## src/sv/cmsp_pkg.sv

```systemverilog
// cmsp_pkg: shared types and constants for the coap message stream parser
// record layout, record kinds, status codes and parser phases
// no dependencies
package cmsp_pkg;

  localparam int MaxOptionsDefault = 16;

  localparam int InDataW  = 8;
  localparam int OutDataW = 80;
  localparam int KindW    = 3;

  localparam logic [7:0]  PayloadMarker = 8'hFF;
  localparam logic [3:0]  NibbleExt1    = 4'd13;
  localparam logic [3:0]  NibbleExt2    = 4'd14;
  localparam logic [3:0]  NibbleBad     = 4'd15;
  localparam logic [15:0] Ext1Base      = 16'd13;
  localparam logic [15:0] Ext2Base      = 16'd269;
  localparam logic [3:0]  MaxTokenLen   = 4'd8;
  localparam logic [1:0]  CoapVersion   = 2'b01;

  typedef enum logic [2:0] {
    KIND_HEADER  = 3'd0,
    KIND_TOKEN   = 3'd1,
    KIND_OPTION  = 3'd2,
    KIND_VALUE   = 3'd3,
    KIND_PAYLOAD = 3'd4,
    KIND_END     = 3'd5
  } kind_e;

  typedef enum logic [2:0] {
    STAT_OK          = 3'd0,
    STAT_SHORT_HDR   = 3'd1,
    STAT_BAD_VERSION = 3'd2,
    STAT_BAD_TOKEN   = 3'd3,
    STAT_SHORT_OPT   = 3'd4,
    STAT_DELTA_15    = 3'd5,
    STAT_LENGTH_15   = 3'd6,
    STAT_OPT_OVERRUN = 3'd7
  } status_e;

  typedef enum logic [7:0] {
    PH_HDR = 8'b0000_0001,
    PH_TOK = 8'b0000_0010,
    PH_OPT = 8'b0000_0100,
    PH_EXT = 8'b0000_1000,
    PH_VAL = 8'b0001_0000,
    PH_PAY = 8'b0010_0000,
    PH_IGN = 8'b0100_0000,
    PH_ERR = 8'b1000_0000
  } phase_e;

  // fields listed from the highest bit down, msg_type in the lowest bits
  typedef struct packed {
    status_e     status;
    logic [4:0]  option_count;
    logic [7:0]  byte_out;
    logic [15:0] option_length;
    logic [15:0] option_number;
    logic [15:0] message_id;
    logic [7:0]  code;
    logic [3:0]  token_length;
    logic [1:0]  msg_type;
  } rec_data_t;

  typedef struct packed {
    logic      last;
    kind_e     kind;
    rec_data_t data;
  } rec_t;

endpackage

```

## src/sv/coap_message_stream_parser_core.sv

```systemverilog
// coap_message_stream_parser_core: one-byte-per-transfer coap message parser
// with a four-entry record queue on the output side; uses cmsp_pkg
// a record enters the queue at its byte's transfer, behind any earlier records
// throughput: one byte per cycle; the final byte of a packet may queue two records,
// and s_axis_tready is low only while three or more records wait in the queue
// reset: asynchronous active-low rst_ni clears the parser state and empties the queue
module coap_message_stream_parser_core #(
  parameter int MaxOptions = cmsp_pkg::MaxOptionsDefault
) (
  input  logic                          clk_i,
  input  logic                          rst_ni,
  input  logic                          s_axis_tvalid,
  output logic                          s_axis_tready,
  input  logic [cmsp_pkg::InDataW-1:0]  s_axis_tdata,  // [7:0] data_byte
  input  logic                          s_axis_tlast,  // end_of_packet
  output logic                          m_axis_tvalid,
  input  logic                          m_axis_tready,
  // [1:0] msg_type, [5:2] token_length, [13:6] code, [29:14] message_id,
  // [45:30] option_number, [61:46] option_length, [69:62] byte_out,
  // [74:70] option_count, [77:75] status, [79:78] zero
  output logic [cmsp_pkg::OutDataW-1:0] m_axis_tdata,
  output logic [cmsp_pkg::KindW-1:0]    m_axis_tuser,  // [2:0] kind
  output logic                          m_axis_tlast   // last
);

  localparam int CntW    = $clog2(MaxOptions + 1);
  localparam int QDepth  = 4;
  localparam int QPtrW   = $clog2(QDepth);
  localparam int QCntW   = $clog2(QDepth + 1);
  localparam int RecDW   = $bits(cmsp_pkg::rec_data_t);

  cmsp_pkg::phase_e  phase_q, phase_d;
  logic [1:0]        hdr_cnt_q, hdr_cnt_d;
  logic [23:0]       hold_q, hold_d;
  logic [15:0]       rem_q, rem_d;
  logic [15:0]       run_q, run_d;
  logic [15:0]       delta_q, delta_d;
  logic [15:0]       len_q, len_d;
  logic [1:0]        dp_q, dp_d;
  logic [1:0]        lp_q, lp_d;
  logic [CntW-1:0]   opt_cnt_q, opt_cnt_d;
  cmsp_pkg::status_e err_q, err_d;

  cmsp_pkg::rec_t    main_rec, end_rec;
  logic              have;
  logic              accept;
  logic [7:0]        b;
  logic              eop;

  cmsp_pkg::rec_t    queue_q [QDepth];
  logic [QPtrW-1:0]  wr_ptr_q, rd_ptr_q;
  logic [QCntW-1:0]  q_cnt_q;
  logic              push_main, push_end, pop;

  assign b      = s_axis_tdata;
  assign eop    = s_axis_tlast;
  assign accept = s_axis_tvalid & s_axis_tready;

  always_comb begin
    logic [31:0]       hold_full;
    logic              do_start;
    logic [15:0]       st_delta;
    logic [3:0]        st_lnib;
    logic              do_comp;
    logic [15:0]       cp_delta;
    logic [15:0]       cp_len;
    logic [15:0]       num;
    logic [15:0]       sum;
    logic              fail;
    cmsp_pkg::status_e fail_code;
    cmsp_pkg::status_e st;

    phase_d   = phase_q;
    hdr_cnt_d = hdr_cnt_q;
    hold_d    = hold_q;
    rem_d     = rem_q;
    run_d     = run_q;
    delta_d   = delta_q;
    len_d     = len_q;
    dp_d      = dp_q;
    lp_d      = lp_q;
    opt_cnt_d = opt_cnt_q;
    err_d     = err_q;

    main_rec      = '0;
    main_rec.kind = cmsp_pkg::KIND_HEADER;
    have          = 1'b0;
    hold_full     = {hold_q, b};
    do_start      = 1'b0;
    st_delta      = delta_q;
    st_lnib       = len_q[3:0];
    do_comp       = 1'b0;
    cp_delta      = delta_q;
    cp_len        = len_q;
    num           = '0;
    sum           = '0;
    fail          = 1'b0;
    fail_code     = cmsp_pkg::STAT_OK;
    st            = cmsp_pkg::STAT_OK;

    case (phase_q)
      cmsp_pkg::PH_HDR: begin
        if (hdr_cnt_q != 2'd3) begin
          hold_d    = {hold_q[15:0], b};
          hdr_cnt_d = hdr_cnt_q + 2'd1;
        end else begin
          hdr_cnt_d = 2'd0;
          if (hold_full[31:30] != cmsp_pkg::CoapVersion) begin
            fail      = 1'b1;
            fail_code = cmsp_pkg::STAT_BAD_VERSION;
          end else if (hold_full[27:24] > cmsp_pkg::MaxTokenLen) begin
            fail      = 1'b1;
            fail_code = cmsp_pkg::STAT_BAD_TOKEN;
          end else begin
            main_rec.kind              = cmsp_pkg::KIND_HEADER;
            main_rec.data.msg_type     = hold_full[29:28];
            main_rec.data.token_length = hold_full[27:24];
            main_rec.data.code         = hold_full[23:16];
            main_rec.data.message_id   = hold_full[15:0];
            have    = 1'b1;
            rem_d   = {12'd0, hold_full[27:24]};
            phase_d = (hold_full[27:24] != 4'd0) ? cmsp_pkg::PH_TOK : cmsp_pkg::PH_OPT;
          end
        end
      end
      cmsp_pkg::PH_TOK: begin
        main_rec.kind          = cmsp_pkg::KIND_TOKEN;
        main_rec.data.byte_out = b;
        have  = 1'b1;
        rem_d = rem_q - 16'd1;
        if (rem_q == 16'd1) begin
          phase_d = cmsp_pkg::PH_OPT;
        end
      end
      cmsp_pkg::PH_OPT: begin
        if (b == cmsp_pkg::PayloadMarker) begin
          phase_d = cmsp_pkg::PH_PAY;
        end else if (opt_cnt_q >= CntW'(MaxOptions)) begin
          phase_d = cmsp_pkg::PH_IGN;
        end else begin
          len_d = {12'd0, b[3:0]};
          if (b[7:4] == cmsp_pkg::NibbleBad) begin
            fail      = 1'b1;
            fail_code = cmsp_pkg::STAT_DELTA_15;
          end else if (b[7:4] == cmsp_pkg::NibbleExt1) begin
            delta_d = cmsp_pkg::Ext1Base;
            dp_d    = 2'd1;
            lp_d    = 2'd0;
            phase_d = cmsp_pkg::PH_EXT;
          end else if (b[7:4] == cmsp_pkg::NibbleExt2) begin
            delta_d = cmsp_pkg::Ext2Base;
            dp_d    = 2'd2;
            lp_d    = 2'd0;
            phase_d = cmsp_pkg::PH_EXT;
          end else begin
            do_start = 1'b1;
            st_delta = {12'd0, b[7:4]};
            st_lnib  = b[3:0];
          end
        end
      end
      cmsp_pkg::PH_EXT: begin
        if (dp_q != 2'd0) begin
          sum     = delta_q + ((dp_q == 2'd2) ? {b, 8'h00} : {8'h00, b});
          delta_d = sum;
          dp_d    = dp_q - 2'd1;
          lp_d    = 2'd0;
          if (dp_q == 2'd1) begin
            do_start = 1'b1;
            st_delta = sum;
            st_lnib  = len_q[3:0];
          end
        end else if (lp_q != 2'd0) begin
          sum   = len_q + ((lp_q == 2'd2) ? {b, 8'h00} : {8'h00, b});
          len_d = sum;
          lp_d  = lp_q - 2'd1;
          dp_d  = 2'd0;
          if (lp_q == 2'd1) begin
            do_comp  = 1'b1;
            cp_delta = delta_q;
            cp_len   = sum;
          end
        end else begin
          do_comp  = 1'b1;
          cp_delta = delta_q;
          cp_len   = len_q;
        end
      end
      cmsp_pkg::PH_VAL: begin
        main_rec.kind          = cmsp_pkg::KIND_VALUE;
        main_rec.data.byte_out = b;
        have  = 1'b1;
        rem_d = rem_q - 16'd1;
        if (rem_q == 16'd1) begin
          phase_d = cmsp_pkg::PH_OPT;
        end
      end
      cmsp_pkg::PH_PAY: begin
        main_rec.kind          = cmsp_pkg::KIND_PAYLOAD;
        main_rec.data.byte_out = b;
        have = 1'b1;
      end
      default: begin
      end
    endcase

    // length nibble handling once the delta is known
    if (do_start) begin
      delta_d = st_delta;
      if (st_lnib == cmsp_pkg::NibbleBad) begin
        fail      = 1'b1;
        fail_code = cmsp_pkg::STAT_LENGTH_15;
      end else if (st_lnib == cmsp_pkg::NibbleExt1) begin
        len_d   = cmsp_pkg::Ext1Base;
        lp_d    = 2'd1;
        dp_d    = 2'd0;
        phase_d = cmsp_pkg::PH_EXT;
      end else if (st_lnib == cmsp_pkg::NibbleExt2) begin
        len_d   = cmsp_pkg::Ext2Base;
        lp_d    = 2'd2;
        dp_d    = 2'd0;
        phase_d = cmsp_pkg::PH_EXT;
      end else begin
        do_comp  = 1'b1;
        cp_delta = st_delta;
        cp_len   = {12'd0, st_lnib};
        len_d    = cp_len;
      end
    end

    if (do_comp) begin
      num       = run_q + cp_delta;
      run_d     = num;
      opt_cnt_d = opt_cnt_q + CntW'(1);
      dp_d      = 2'd0;
      lp_d      = 2'd0;
      rem_d     = cp_len;
      main_rec.kind               = cmsp_pkg::KIND_OPTION;
      main_rec.data.option_number = num;
      main_rec.data.option_length = cp_len;
      have    = 1'b1;
      phase_d = (cp_len != 16'd0) ? cmsp_pkg::PH_VAL : cmsp_pkg::PH_OPT;
    end

    if (fail) begin
      err_d   = fail_code;
      phase_d = cmsp_pkg::PH_ERR;
    end

    case (phase_d)
      cmsp_pkg::PH_ERR: st = err_d;
      cmsp_pkg::PH_HDR: st = cmsp_pkg::STAT_SHORT_HDR;
      cmsp_pkg::PH_TOK: st = cmsp_pkg::STAT_BAD_TOKEN;
      cmsp_pkg::PH_EXT: st = cmsp_pkg::STAT_SHORT_OPT;
      cmsp_pkg::PH_VAL: st = cmsp_pkg::STAT_OPT_OVERRUN;
      default:          st = cmsp_pkg::STAT_OK;
    endcase

    end_rec      = '0;
    end_rec.kind = cmsp_pkg::KIND_END;
    end_rec.last = 1'b1;
    end_rec.data.status = st;
    end_rec.data.option_count = (st == cmsp_pkg::STAT_OK) ? 5'(opt_cnt_d) : 5'd0;

    if (eop) begin
      if (st != cmsp_pkg::STAT_OK) begin
        have = 1'b0;
      end
      phase_d   = cmsp_pkg::PH_HDR;
      hdr_cnt_d = 2'd0;
      hold_d    = '0;
      rem_d     = '0;
      run_d     = '0;
      delta_d   = '0;
      len_d     = '0;
      dp_d      = 2'd0;
      lp_d      = 2'd0;
      opt_cnt_d = '0;
      err_d     = cmsp_pkg::STAT_OK;
    end
  end

  always_ff @(posedge clk_i or negedge rst_ni) begin
    if (!rst_ni) begin
      phase_q   <= cmsp_pkg::PH_HDR;
      hdr_cnt_q <= 2'd0;
      hold_q    <= '0;
      rem_q     <= '0;
      run_q     <= '0;
      delta_q   <= '0;
      len_q     <= '0;
      dp_q      <= 2'd0;
      lp_q      <= 2'd0;
      opt_cnt_q <= '0;
      err_q     <= cmsp_pkg::STAT_OK;
    end else if (accept) begin
      phase_q   <= phase_d;
      hdr_cnt_q <= hdr_cnt_d;
      hold_q    <= hold_d;
      rem_q     <= rem_d;
      run_q     <= run_d;
      delta_q   <= delta_d;
      len_q     <= len_d;
      dp_q      <= dp_d;
      lp_q      <= lp_d;
      opt_cnt_q <= opt_cnt_d;
      err_q     <= err_d;
    end
  end

  // record queue
  assign push_main = accept & have;
  assign push_end  = accept & eop;
  assign pop       = m_axis_tvalid & m_axis_tready;

  assign s_axis_tready = (q_cnt_q <= QCntW'(QDepth - 2));
  assign m_axis_tvalid = (q_cnt_q != '0);
  assign m_axis_tdata  = {{(cmsp_pkg::OutDataW - RecDW){1'b0}}, queue_q[rd_ptr_q].data};
  assign m_axis_tuser  = queue_q[rd_ptr_q].kind;
  assign m_axis_tlast  = queue_q[rd_ptr_q].last;

  always_ff @(posedge clk_i) begin
    if (push_main) begin
      queue_q[wr_ptr_q] <= main_rec;
    end
    if (push_end) begin
      queue_q[push_main ? wr_ptr_q + QPtrW'(1) : wr_ptr_q] <= end_rec;
    end
  end

  always_ff @(posedge clk_i or negedge rst_ni) begin
    if (!rst_ni) begin
      wr_ptr_q <= '0;
      rd_ptr_q <= '0;
      q_cnt_q  <= '0;
    end else begin
      wr_ptr_q <= wr_ptr_q + QPtrW'(push_main) + QPtrW'(push_end);
      if (pop) begin
        rd_ptr_q <= rd_ptr_q + QPtrW'(1);
      end
      q_cnt_q <= q_cnt_q + QCntW'(push_main) + QCntW'(push_end) - QCntW'(pop);
    end
  end

endmodule

```

## config.mk

```make
export PLATFORM = sky130hd
export DESIGN_NAME = coap_message_stream_parser_core
export DESIGN_NICKNAME = d
export VERILOG_FILES = /design/src/sv/cmsp_pkg.sv /design/src/sv/coap_message_stream_parser_core.sv
export SDC_FILE = /design/constraint.sdc
export NUM_CORES = 1
export LEC_CHECK = 0
export CAP_MARGIN = 20
export CELL_PAD_IN_SITES_DETAIL_PLACEMENT = 0
export CELL_PAD_IN_SITES_GLOBAL_PLACEMENT = 2
export CORE_MARGIN = 2
export CORE_UTILIZATION = 46
export CTS_BUF_LIST = sky130_fd_sc_hd__clkbuf_4 sky130_fd_sc_hd__clkbuf_8 sky130_fd_sc_hd__clkbuf_16
export DETAILED_ROUTE_END_ITERATION = 16
export DONT_BUFFER_PORTS = 1
export PLACE_DENSITY_LB_ADDON = 0.08
export SLEW_MARGIN = 20
export SYNTH_ARGS = -nofsm -noshare
export SYNTH_HDL_FRONTEND = slang
export SYNTH_SLANG_ARGS = --single-unit
```

## constraint.sdc

```tcl
create_clock -name clk_i -period 9.5 [get_ports clk_i]
set_input_delay 1.9 -clock clk_i [delete_from_list [all_inputs] [get_ports clk_i]]
set_output_delay 1.9 -clock clk_i [all_outputs]
set_load 0.05 [all_outputs]
```

==> results.md <==
- Hold Crit Depth: 2
- Dpl cells: 2,970
- GPL Wtd Cong: 0.836
- CTS tree: built
- Initial Util: between 40% and 50%
- P&R area growth vs syn: 8.77%
- Total track usage: a little over a quarter
- Final setup violation count: 0
- Pwr/cell area: 206 nW/um^2
- FF+latch count, synth: 445
- Mux share of post-synthesis cell area: between 10% and 20%
- Yosys cell types: 96
- Die Y: between 200 and 250 um
- Unrepaired setup endpoints after global routing: no
- Drt drc: 0
- Vias in the first global route: 18.1k
- Final worst slack: 2.49 ns
- Static Leak: 10.1 nW
- Fin nets: 2,410
- Largest net degree at the start of global routing: 118
- Simple-Gate Fraction of Synth Area: 19.3%
- Worst Hold Launch: queue_q[0][81]
- Port buffer count: 0
- Top cells by count, synth: 296 x dfxtp_1, 281 x nor2_1, 277 x mux2i_1
- Outcome: completed
- Die ar.: 55,600 sq um
- Routed Antenna Nets: 0
- Reg2Reg Depth: 17
- Antenna violations before repair: 5
- 1st-iter DRT viols: 1,292
- Layout fillers: roughly 4.8k
- Post-synthesis compound-gate area fraction: around 12%
- Io pins: 99
- Worst-margin pin slew: 1.12 ns
- Worst-Skew Late Latency: 0.62 ns
- Die W: ~240 um
- Most numerous cell in the Yosys netlist: dfxtp_1
- Synth Area in XOR/XNOR: 1.84%
- Synth Warn #: 0
- Post-Synthesis Cells: 2,401
- Worst EP required: 9.73 ns
- Post_cts resized: 0
- Routed wire length: 73,100 um
- Fmax: roughly 140 MHz
- Final Cycle Share: 73.8%
- Setup slack, reg-to-reg: approximately 3 ns
- Max Root-Sink Buffers: 3
- Async SR Flop Fraction: about a quarter
- Largest family of logic cells by synthesized area: simple AND/OR/NAND/NOR gates
- Share of layout cells above drive strength 1: about 17%
- Clock Skew: around 0.035 ns
- Worst Hold Class: flop to flop
- Syn Area/Cell: ~10 sq um
- DP HPWL: 48,300 um
- Htree depth: 2
- Top cell type's share of synthesized area: 24.0%
- Post-Syn Area: 24,700 sq um
- R2R Path Start: lp_q[1]
- Clock Tree Root: clkbuf_16
- DRT Pass-1 Iters: 5
- Non-Filler Instances: 3,069
- Core footprint: 52,900 sq um
- Wire length per cell: 23.8 um
- CTS Buf Count: 51
- Slew margin rel.: 25.4%
- Hold Vio Cnt, Final: 0
- Worst Hold Slack: roughly 0.45 ns
- Post-synth EDFFs: 32
- Reg2reg end: queue_q[1][77]
- Via density: 5.94
- Seq/Total Area, Yosys: 39.7%
- Post-Synth Adder-Cell Area: 3.32%
- Pwr Total: 5.54 mW
- Clock Pin Slew Worst Setup and Hold Paths: around 0.060 ns
- CP endpoint kind: flop
- Slew Viols, Final: 0
- Hold path endpoint: queue_q[0][81]
- Crit path DAT: 7.24 ns
- Max cap viols: 0
- Ranking of synthesized cells by area: dfxtp_1 24%, dfrtp_1 12%, mux2i_1 11%
- Worst ir drop on vdd: 150 uV
- Fin crit period: 7.01 ns
- First-pass GRT wire length: approximately 110,000 um
- Top FF cell, synth: dfxtp_1
- CTS sink cnt: 445
- Area leader, netlist: dfxtp_1
- Setup Buffers After CTS: 0
- # hold bufs at CTS: 0
- CP Max Fanout: 12
- Critical path type: primary input to flop
- Via count: 18.2k
- Worst slack at placement: 1.92 ns
- Final TNS setup: 0 ns
- Row count: 84
- CP startpoint kind: primary input
- Total grt overflow: 0
-- logic make-up (layout without fill, tap and decap cells) --
logic type      count (synthesis)  after routing
flops                         445            445
xor+xnor                       52             52
simple gates                  823            823
compound gates                446            446
buf+inv                       207            183
mux                           365            365
fa+ha+maj                      62             62
other cells                     1              5
-- stage by stage --
step,instance area [sq um],utilization [%]
floorplan,24700,-
global placement,25000,47.4
detailed placement,25100,47.4
CTS,26900,50.9
global route,26900,50.9
finish,26900,50.9
-- critical path, cell delays in order --
cell	delay, ns
inv_1	0.29
nor2_1	0.14
ha_1	0.31
a211oi_1	0.37
o21ai_1	0.16
a311oi_1	0.58
a21oi_1	0.19
xnor2_1	0.34
a21oi_1	0.10
o21ai_0	0.31
nand4_2	0.25
a21o_4	0.29
o31ai_4	0.62
mux2i_1	0.89
nand2_1	0.47
-- flip-flops by register name (all words and copies together) (netlist names) --
register / cells
q_cnt_q: 3
err_q: 3
len_q: 16
rd_ptr_q: 2
run_q: 16
hold_q: 24
lp_q: 2
queue_q: 328
wr_ptr_q: 2
rem_q: 16
opt_cnt_q: 5
hdr_cnt_q: 2
dp_q: 2
phase_q: 8
delta_q: 16
-- report_power, final --
| group | switching [mW] | internal, mW |
|---|---|---|
| Clock | 0.846 | 1.27 |
| Combinational | 0.868 | 0.402 |
| Sequential | 0.165 | 2.00 |
| Total | 1.88 | 3.67 |
-- cells in the final DEF (no fill, tap or decap), drive strengths merged, types with 41 or more instances in the layout --
cell / netlist / routed
nor2: 417 / 417
mux2i: 278 / 278
inv: 46 / 47
dfxtp: 296 / 296
ha: 56 / 56
nand2: 157 / 157
dfrtp: 116 / 116
mux4: 82 / 82
nor3: 56 / 56
o21ai: 115 / 115
a21oi: 102 / 102
clkbuf: 80 / 68
a22o: 43 / 43
buf: 81 / 41
-- routing by layer --
layer	up-vias	part of all wire (%)	wire length [um]	global-route usage, %
met3	78	6.0	4400	4.06
met5	-	0	0	0
met2	503	46	34000	42.5
met1	9128	46	33700	37.2
met4	0	1.4	1060	4.94
li1	8520	-	-	-
-- worst max path at each step --
stage / start / to / cells after the start
after floorplan: s_axis_tdata[0] / queue_q[1][45] / 25
after global placement: s_axis_tdata[1] / queue_q[1][76] / 15
after detailed placement: s_axis_tdata[1] / queue_q[1][77] / 15
after CTS: s_axis_tdata[1] / queue_q[1][77] / 15
after global routing: s_axis_tdata[1] / queue_q[1][77] / 15
final: s_axis_tdata[1] / queue_q[1][77] / 15
-- layout make-up --
| class | count | area [sq um] | share of cell area [%] |
|---|---|---|---|
| clock buffer | 68 | 1480 | 5.49 |
| tap | 688 | 861 | 3.20 |
| inverter | 46 | 173 | 0.642 |
| sequential | 445 | 9820 | 36.5 |
| multi-input combinational | 1750 | 13900 | 51.6 |
| antenna | 3 | 7.51 | 0.0279 |
| clock inverter | 28 | 363 | 1.35 |
| timing repair buffer | 41 | 308 | 1.14 |
Power figures use the tool's default switching activity.
